<file path="src/rtl/core/gwm_pkg.sv">
// ----------------------------------------------------------------------------
// gwm_pkg
// Types, constants and helper functions of the wildcard glob matcher.
// ----------------------------------------------------------------------------
`default_nettype none

package gwm_pkg;

  localparam int PAT_MAX = 128;
  localparam int POS_N   = PAT_MAX + 1;
  localparam int LEN_W   = $clog2(POS_N);
  localparam int IDX_W   = (PAT_MAX > 1) ? $clog2(PAT_MAX) : 1;
  localparam int LVL_N   = $clog2(POS_N);

  localparam int ACT_W  = 2;
  localparam int PIDX_W = 7;
  localparam int CHAR_W = 16;
  localparam int CFG_W  = 8;

  localparam logic [CHAR_W-1:0] SYM_STAR = 16'h002A;
  localparam logic [CHAR_W-1:0] SYM_ANY  = 16'h003F;
  localparam logic [CHAR_W-1:0] SYM_UA   = 16'h0041;
  localparam logic [CHAR_W-1:0] SYM_UZ   = 16'h005A;
  localparam logic [CHAR_W-1:0] FOLD_ADD = 16'd32;

  typedef enum logic [ACT_W-1:0] {
    ACT_PAT   = 2'd0,
    ACT_SUBJ  = 2'd1,
    ACT_EMPTY = 2'd2,
    ACT_NONE  = 2'd3
  } act_t;

  typedef logic [POS_N-1:0]  pos_t;
  typedef logic [CHAR_W-1:0] char_t;

  // fold A..Z to lower case only
  function automatic char_t fold_char(char_t c);
    return ((c >= SYM_UA) && (c <= SYM_UZ)) ? char_t'(c + FOLD_ADD) : c;
  endfunction

  // Star closure as a parallel prefix: prop[j] lets position j-1 pass into j.
  function automatic pos_t close_stars(pos_t s, pos_t prop);
    pos_t g;
    pos_t p;
    pos_t g_n;
    pos_t p_n;
    g = s;
    p = prop;
    for (int lv = 0; lv < LVL_N; lv++) begin
      g_n = g;
      p_n = p;
      for (int j = 0; j < POS_N; j++) begin
        if (j >= (1 << lv)) begin
          g_n[j] = g[j] | (p[j] & g[j - (1 << lv)]);
          p_n[j] = p[j] & p[j - (1 << lv)];
        end
      end
      g = g_n;
      p = p_n;
    end
    return g;
  endfunction

endpackage

`default_nettype wire

</file>
<file path="src/rtl/core/gwm_if.sv">
// ----------------------------------------------------------------------------
// gwm_if
// Valid/ready channel interfaces of the wildcard glob matcher.
// ----------------------------------------------------------------------------
`default_nettype none

interface gwm_in_if;
  logic                         valid;
  logic                         ready;
  logic [gwm_pkg::ACT_W-1:0]    action;
  logic [gwm_pkg::PIDX_W-1:0]   pattern_index;
  logic [gwm_pkg::CHAR_W-1:0]   character;
  logic                         last_char;

  modport source (output valid, action, pattern_index, character, last_char,
                  input ready);
  modport sink   (input valid, action, pattern_index, character, last_char,
                  output ready);
endinterface

interface gwm_out_if;
  logic valid;
  logic ready;
  logic matched;

  modport source (output valid, matched, input ready);
  modport sink   (input valid, matched, output ready);
endinterface

interface gwm_cfg_if;
  logic                       valid;
  logic                       ready;
  logic [gwm_pkg::CFG_W-1:0]  data;

  modport source (output valid, data, input ready);
  modport sink   (input valid, data, output ready);
endinterface

`default_nettype wire

</file>
<file path="src/rtl/core/glob_wildcard_match.sv">
// ----------------------------------------------------------------------------
// glob_wildcard_match
// Wildcard ('*', '?') matcher, 16-bit chars, one char a clock unless stalled.
// ----------------------------------------------------------------------------
//  channel  | dir | transaction
//  ---------+-----+-------------------------------------------------------
//  in_ch    | in  | action, pattern_index, character, last_char
//  out_ch   | out | matched (after last subject char or empty-subject req)
//  cfg_ch   | in  | pattern_length, always ready
//
//  One transaction a clock while in_ch.ready is high: the active-position
//  set updates through two prefix closure networks; the result sits in the
//  output register from the cycle after the final transaction.
//  in_ch.ready drops only while a result waits and out_ch.ready is low.
//  Reset: pattern length 0, only position zero active; pattern store is
//  not cleared.
// ----------------------------------------------------------------------------
`default_nettype none

module glob_wildcard_match (
  input  wire        clk,
  input  wire        rst_n,
  gwm_in_if.sink     in_ch,
  gwm_out_if.source  out_ch,
  gwm_cfg_if.sink    cfg_ch
);
  import gwm_pkg::*;

  logic [CFG_W-1:0]  cfg_len_r;
  pos_t              act_r, act_nxt;
  char_t             pat_r  [PAT_MAX];
  logic [PAT_MAX-1:0] star_r;
  logic [PAT_MAX-1:0] any_r;
  logic              out_vld_r, out_vld_nxt;
  logic              matched_r, matched_nxt;

  logic              in_acc;
  act_t              act;
  logic [LEN_W-1:0]  len_eff;
  pos_t              in_len;
  logic [PAT_MAX-1:0] below_len;
  pos_t              prop;
  pos_t              cur_raw, cur, nxt_raw, nxt;
  char_t             ch_fold;
  logic              emit;

  assign in_ch.ready  = !out_vld_r || out_ch.ready;
  assign cfg_ch.ready = 1'b1;
  assign in_acc       = in_ch.valid && in_ch.ready;
  assign act          = act_t'(in_ch.action);
  assign ch_fold      = fold_char(in_ch.character);

  assign out_ch.valid   = out_vld_r;
  assign out_ch.matched = matched_r;

  always_comb begin
    len_eff = (int'(cfg_len_r) > PAT_MAX) ? LEN_W'(PAT_MAX) : LEN_W'(cfg_len_r);
    for (int j = 0; j < POS_N; j++) begin
      in_len[j] = (LEN_W'(j) <= len_eff);
    end
    for (int j = 0; j < PAT_MAX; j++) begin
      below_len[j] = (LEN_W'(j) < len_eff);
    end
    prop[0] = 1'b0;
    for (int j = 0; j < PAT_MAX; j++) begin
      prop[j+1] = star_r[j] & below_len[j];
    end

    cur_raw = (act == ACT_EMPTY) ? POS_N'(1) : (act_r & in_len);
    cur     = close_stars(cur_raw, prop);

    nxt_raw = '0;
    for (int i = 0; i < PAT_MAX; i++) begin
      if (cur[i] && below_len[i]) begin
        if (star_r[i]) begin
          nxt_raw[i] = 1'b1;
        end else if (any_r[i] || (pat_r[i] == ch_fold)) begin
          nxt_raw[i+1] = 1'b1;
        end
      end
    end
    nxt = close_stars(nxt_raw, prop);
  end

  always_comb begin
    act_nxt     = act_r;
    emit        = 1'b0;
    matched_nxt = matched_r;
    unique case (act)
      ACT_SUBJ: begin
        if (in_ch.last_char) begin
          emit        = 1'b1;
          matched_nxt = nxt[len_eff];
          act_nxt     = POS_N'(1);
        end else begin
          act_nxt = nxt;
        end
      end
      ACT_EMPTY: begin
        emit        = 1'b1;
        matched_nxt = cur[len_eff];
        act_nxt     = POS_N'(1);
      end
      ACT_PAT, ACT_NONE: begin
        act_nxt = act_r;
      end
    endcase
    if (!in_acc) begin
      act_nxt     = act_r;
      emit        = 1'b0;
      matched_nxt = matched_r;
    end
    out_vld_nxt = emit ? 1'b1 : (out_ch.ready ? 1'b0 : out_vld_r);
  end

  always_ff @(posedge clk) begin
    if (!rst_n) begin
      cfg_len_r <= '0;
      act_r     <= POS_N'(1);
      out_vld_r <= 1'b0;
    end else begin
      if (cfg_ch.valid) begin
        cfg_len_r <= cfg_ch.data;
      end
      act_r     <= act_nxt;
      out_vld_r <= out_vld_nxt;
    end
  end

  always_ff @(posedge clk) begin
    matched_r <= matched_nxt;
  end

  // pattern store: folded symbol plus decoded wildcard flags, no reset
  always_ff @(posedge clk) begin
    if (in_acc && (act == ACT_PAT) && (int'(in_ch.pattern_index) < PAT_MAX)) begin
      pat_r[IDX_W'(in_ch.pattern_index)]  <= ch_fold;
      star_r[IDX_W'(in_ch.pattern_index)] <= (in_ch.character == SYM_STAR);
      any_r[IDX_W'(in_ch.pattern_index)]  <= (in_ch.character == SYM_ANY);
    end
  end

endmodule

`default_nettype wire

</file>
<file path="src/flat_wrapper.sv">
// flat-port wrapper written by rule: the top's interface ports become plain ports
module glob_wildcard_match_flat import gwm_pkg::*;
  (clk, rst_n, in_ch_valid, in_ch_action, in_ch_pattern_index, in_ch_character, in_ch_last_char, in_ch_ready, out_ch_valid, out_ch_matched, out_ch_ready, cfg_ch_valid, cfg_ch_data, cfg_ch_ready);
  gwm_in_if in_ch_i ();
  gwm_out_if out_ch_i ();
  gwm_cfg_if cfg_ch_i ();
  input  wire clk;
  input  wire rst_n;
  input wire logic [$bits(in_ch_i.valid)-1:0] in_ch_valid;
  input wire logic [$bits(in_ch_i.action)-1:0] in_ch_action;
  input wire logic [$bits(in_ch_i.pattern_index)-1:0] in_ch_pattern_index;
  input wire logic [$bits(in_ch_i.character)-1:0] in_ch_character;
  input wire logic [$bits(in_ch_i.last_char)-1:0] in_ch_last_char;
  output wire logic [$bits(in_ch_i.ready)-1:0] in_ch_ready;
  output wire logic [$bits(out_ch_i.valid)-1:0] out_ch_valid;
  output wire logic [$bits(out_ch_i.matched)-1:0] out_ch_matched;
  input wire logic [$bits(out_ch_i.ready)-1:0] out_ch_ready;
  input wire logic [$bits(cfg_ch_i.valid)-1:0] cfg_ch_valid;
  input wire logic [$bits(cfg_ch_i.data)-1:0] cfg_ch_data;
  output wire logic [$bits(cfg_ch_i.ready)-1:0] cfg_ch_ready;
  assign in_ch_i.valid = in_ch_valid;
  assign in_ch_i.action = in_ch_action;
  assign in_ch_i.pattern_index = in_ch_pattern_index;
  assign in_ch_i.character = in_ch_character;
  assign in_ch_i.last_char = in_ch_last_char;
  assign in_ch_ready = in_ch_i.ready;
  assign out_ch_valid = out_ch_i.valid;
  assign out_ch_matched = out_ch_i.matched;
  assign out_ch_i.ready = out_ch_ready;
  assign cfg_ch_i.valid = cfg_ch_valid;
  assign cfg_ch_i.data = cfg_ch_data;
  assign cfg_ch_ready = cfg_ch_i.ready;
  glob_wildcard_match u_core (.clk(clk), .rst_n(rst_n), .in_ch(in_ch_i), .out_ch(out_ch_i), .cfg_ch(cfg_ch_i));
endmodule
</file>
<file path="config.mk">
export PLATFORM = sky130hd
export DESIGN_NAME = glob_wildcard_match_flat
export DESIGN_NICKNAME = d
export VERILOG_FILES = /design/src/rtl/core/gwm_pkg.sv /design/src/rtl/core/gwm_if.sv /design/src/rtl/core/glob_wildcard_match.sv /design/src/flat_wrapper.sv
export SDC_FILE = /design/constraint.sdc
export NUM_CORES = 2
export LEC_CHECK = 0
export BUFFER_PORTS_ARGS = -buffer_cell sky130_fd_sc_hd__buf_2
export CELL_PAD_IN_SITES_DETAIL_PLACEMENT = 1
export CELL_PAD_IN_SITES_GLOBAL_PLACEMENT = 1
export CORE_MARGIN = 8
export CORE_UTILIZATION = 40
export DETAILED_ROUTE_END_ITERATION = 16
export PLACE_DENSITY_LB_ADDON = 0.1
export SETUP_SLACK_MARGIN = 0.02
export SLEW_MARGIN = 15
export SYNTH_ARGS = -nofsm -noshare
export SYNTH_HDL_FRONTEND = slang
export SYNTH_SLANG_ARGS = --single-unit
</file>
<file path="constraint.sdc">
create_clock -name clk -period 23.9 [get_ports clk]
set_input_delay 2.39 -clock clk [delete_from_list [all_inputs] [get_ports clk]]
set_output_delay 2.39 -clock clk [all_outputs]
set_load 0.1 [all_outputs]
</file>
==> impl_metrics.json <==
{
  "grt_pass1_vias": 98200,
  "synth_xor_xnor_area_share_pct": 13.6,
  "final_max_slew_viol_count": 0,
  "cts_sinks": 2442,
  "synth-simple-area-share_pct": 12.3,
  "core_area_sq_um": 312000,
  "yosysUniqueCellTypes": 135,
  "netlist_area_sq_um": 125000,
  "highest_layer": "met5",
  "cts_resized": 0,
  "holdWs_ns": 0.473,
  "overflow": 0,
  "synth_compound_area_share_pct": 13.7,
  "clkPwrFrac_pct": 43.0,
  "async_reset_ff_share_pct": 0,
  "synth_fp_nets": 10600,
  "grt_max_degree": 76,
  "ys_warn_count": 0,
  "start_kind": "primary input",
  "synth_edf_count": 2305,
  "end_kind": "register",
  "critical_path.most_common_cell": "buf_4",
  "arrival_ns": 12.62,
  "p_sw_share_pct": 26.7,
  "fin_area_sq_um": 142000,
  "crit_family": "compound AO/OA/AOI/OAI gates",
  "routedWlPerCell_um": 41.8,
  "cts_buffers": 280,
  "stdcell_count": 15200,
  "track_usage_pct": 36.9,
  "routabilityCongestion": 1.08,
  "dr.first_iter.drc_count": 12700,
  "vdd_ir_drop_max_uv": 90.9,
  "p_sw_mw": 2.71,
  "multi_input_area_sq_um": 50700,
  "wl_met1_um": 264000,
  "ys_ff_latch": 2442,
  "slowest_stage": "a211oi_2",
  "hold_viol_final": 0,
  "max_clock_freq_mhz": 83.2,
  "fin_setup_tns_ns": 0,
  "vias": 99900,
  "die_w_um": 576,
  "area_growth_pct": 13.4,
  "die_height_um": 576,
  "insertion_delay_ns": 0.95,
  "port_buffers": 41,
  "maxCapViolations": 0,
  "route.met2.wl_um": 273000,
  "top_level_ports": 43,
  "period_share_pct": 50.3,
  "syn_avg_cell_area_sq_um": 11.9,
  "power_density_nw_per_um2": 71.5,
  "relSlewSlack_pct": 4.68,
  "drc": 0,
  "rsz0062_at_grt": "no",
  "cts_tree": "yes",
  "fin_skew_ns": 0.0960,
  "path_clk_slew_ns": 0.06,
  "start_util_pct": 40.2,
  "layout-drive-gt1-share_pct": 11.6,
  "finalSetupViolCount": 0,
  "post-dp-hpwl_um": 471000,
  "yosys.area_share.adder_pct": 0.0400,
  "p_leak_nw": 44.4,
  "worstMarginPinSlew_ns": 1.43,
  "seqPwrFrac_pct": 46.2,
  "crit_fanout": 28,
  "htree_levels": 5,
  "fin_crit_ns": 12.02,
  "seq_area_frac_synth_pct": 57.5,
  "hold_class": "reg -> reg",
  "placed_area_sq_um": 133000,
  "hold_buffers": 0,
  "ff_latch_area_sq_um": 72000,
  "drt_wl_total_um": 636000,
  "synth_top_family_by_area": "compound AO/OA/AOI/OAI gates",
  "dr.pass1.iters": 8,
  "num-fill-cells": 32200,
  "internal_power_mw": 7.44,
  "die_area_sq_um": 331000,
  "viasPerCell": 6.57,
  "ys.flop_type": "edfxtp_1",
  "worst_ep_required_time_ns": 24.50,
  "nets": 10800,
  "cts_buffer_depth": 4,
  "dp_cells": 14700,
  "fin_util_pct": 45.6,
  "detail-route-antenna-nets": 0,
  "synthMuxAreaShare_pct": 0.197,
  "syn-instance-count": 10500,
  "p_comb_share_pct": 10.8,
  "cpPeakStageDelay_ns": 0.85,
  "grt_pass1_wl_um": 855000,
  "outcome": "finished clean",
  "clock-root-buffer": "clkbuf_16",
  "fp-row-count": 205,
  "cp.buffers_inverters": 5,
  "antenna_found_initial": 74,
  "post_cts_buffers": 0,
  "dr_wl_met3_um": 58200,
  "crit_type": "in -> reg"
}
## sequential cells by signal, summed over array words and instances (netlist names)
name,count
u_core.any_r,128
u_core.out_ch.valid,1
u_core.act_r,128
u_core.cfg_len_r,8
u_core.out_ch.matched,1
u_core.pat_r,2048
u_core.star_r,128
## path summary, 6_finish.rpt
| kind | slack (ns) | depth (start not counted) | from | end |
|---|---|---|---|---|
| setup reg to reg | 12.89 | 24 | u_core.cfg_len_r[6]$_SDFFE_PN0P_ | u_core.out_ch.matched$_DFFE_PP_ |
| setup / recovery | 11.88 | 25 | in_ch_character[4] | u_core.out_ch.matched$_DFFE_PP_ |
| hold reg to reg | 0.47 | 2 | u_core.act_r[118]$_SDFFE_PN0P_ | u_core.act_r[118]$_SDFFE_PN0P_ |
| hold / removal | 0.47 | 2 | u_core.act_r[118]$_SDFFE_PN0P_ | u_core.act_r[118]$_SDFFE_PN0P_ |
## through the flow
step | total power [mW] | worst slack (ns)
2_1_floorplan | 5.33 | 10.63
3_3_place_gp | 5.82 | 11.08
3_5_place_dp | 5.83 | 11.69
4_1_cts | 10.2 | 12.59
5_1_grt | 10.4 | 11.99
6_report | 10.2 | 11.88
## cells in the mapped netlist (all sizes together) (216+ instances only)
master	count	area [sq um]
xnor2	948	8300
xor2	999	8750
o21ai	465	2330
edfxtp	2305	69200
nor3	226	1190
buf	341	1940
a21oi	489	2480
clkbuf	216	813
nand4	308	1930
nor4	330	2170
nand2	638	2400
nor2	665	2500
## cells by family (layout without fill, tap and decap cells)
logic type / count (synthesis) / in the layout
other: 1 / 37
buffers and inverters: 702 / 1195
adders and majority gates: 4 / 4
xor gates and xnor gates: 1947 / 1947
and+or+nand+nor: 2984 / 2984
DFF: 2442 / 2442
AOI/OAI and AO/OA: 2436 / 2436
muxes: 23 / 23
## power groups by stage
stage / clock, mW / combinational (mW) / sequential [mW]
finish: 4.37 / 1.10 / 4.69
global route: 4.58 / 1.11 / 4.68
CTS: 4.44 / 1.06 / 4.68
detailed placement: 0 / 1.06 / 4.78
global placement: 0 / 1.05 / 4.77
floorplan: 0 / 0.553 / 4.78
## per-layer routing
| metal | up-vias | GRT usage, % |
|---|---|---|
| met5 | - | 0 |
| met4 | 42 | 19.7 |
| met3 | 1360 | 9.54 |
| met2 | 5360 | 55.3 |
| met1 | 52400 | 49.2 |
| li1 | 40700 | - |
## layout by cell type (no fill, tap or decap), types with 37 or more instances in the layout
cell	Yosys	final
nor2b_1	132	131
edfxtp_1	2305	2305
or4_1	38	37
nor4_1	318	301
nor2_2	2	83
and3_1	54	54
nand2b_1	59	58
nand2_1	637	634
nand3_1	205	203
clkinv_1	1	50
a31oi_1	96	95
clkbuf_1	214	69
clkbuf_16	0	282
nor2_1	663	569
clkinv_2	0	40
a41oi_1	52	51
o221ai_1	79	79
or3_1	52	49
a211oi_1	136	131
inv_1	142	139
dfxtp_1	137	129
buf_4	35	488
nor3_1	218	212
a221oi_1	64	63
nand4_1	307	307
xor2_1	999	999
o22ai_1	100	99
a21o_1	54	54
a22oi_1	106	106
a21oi_1	481	478
xnor2_1	948	948
o211ai_1	115	115
o21ai_0	392	386
a2111oi_0	73	59
o21ai_1	71	74
a21boi_0	42	42
o21a_1	42	42
o2111ai_1	51	50
and2_1	120	120
## worst reg2reg max path: cells and delay by family (launching register included)
| kind | cells | cell delay (ns) |
|---|---|---|
| DFF | 1 | 0.42 |
| AOI/OAI and AO/OA | 16 | 7.77 |
| buffers and inverters | 5 | 1.85 |
| and+or+nand+nor | 3 | 0.66 |
## cell type report
type / instances / area share [%]
tap: 4140 / 3.65
antenna: 36 / 0.0634
inverter: 145 / 0.396
multi-input combinational: 7395 / 35.7
timing repair buffer: 542 / 2.99
clock buffer: 355 / 5.19
sequential: 2442 / 50.7
clock inverter: 153 / 1.31
Power figures use the tool's default switching activity.
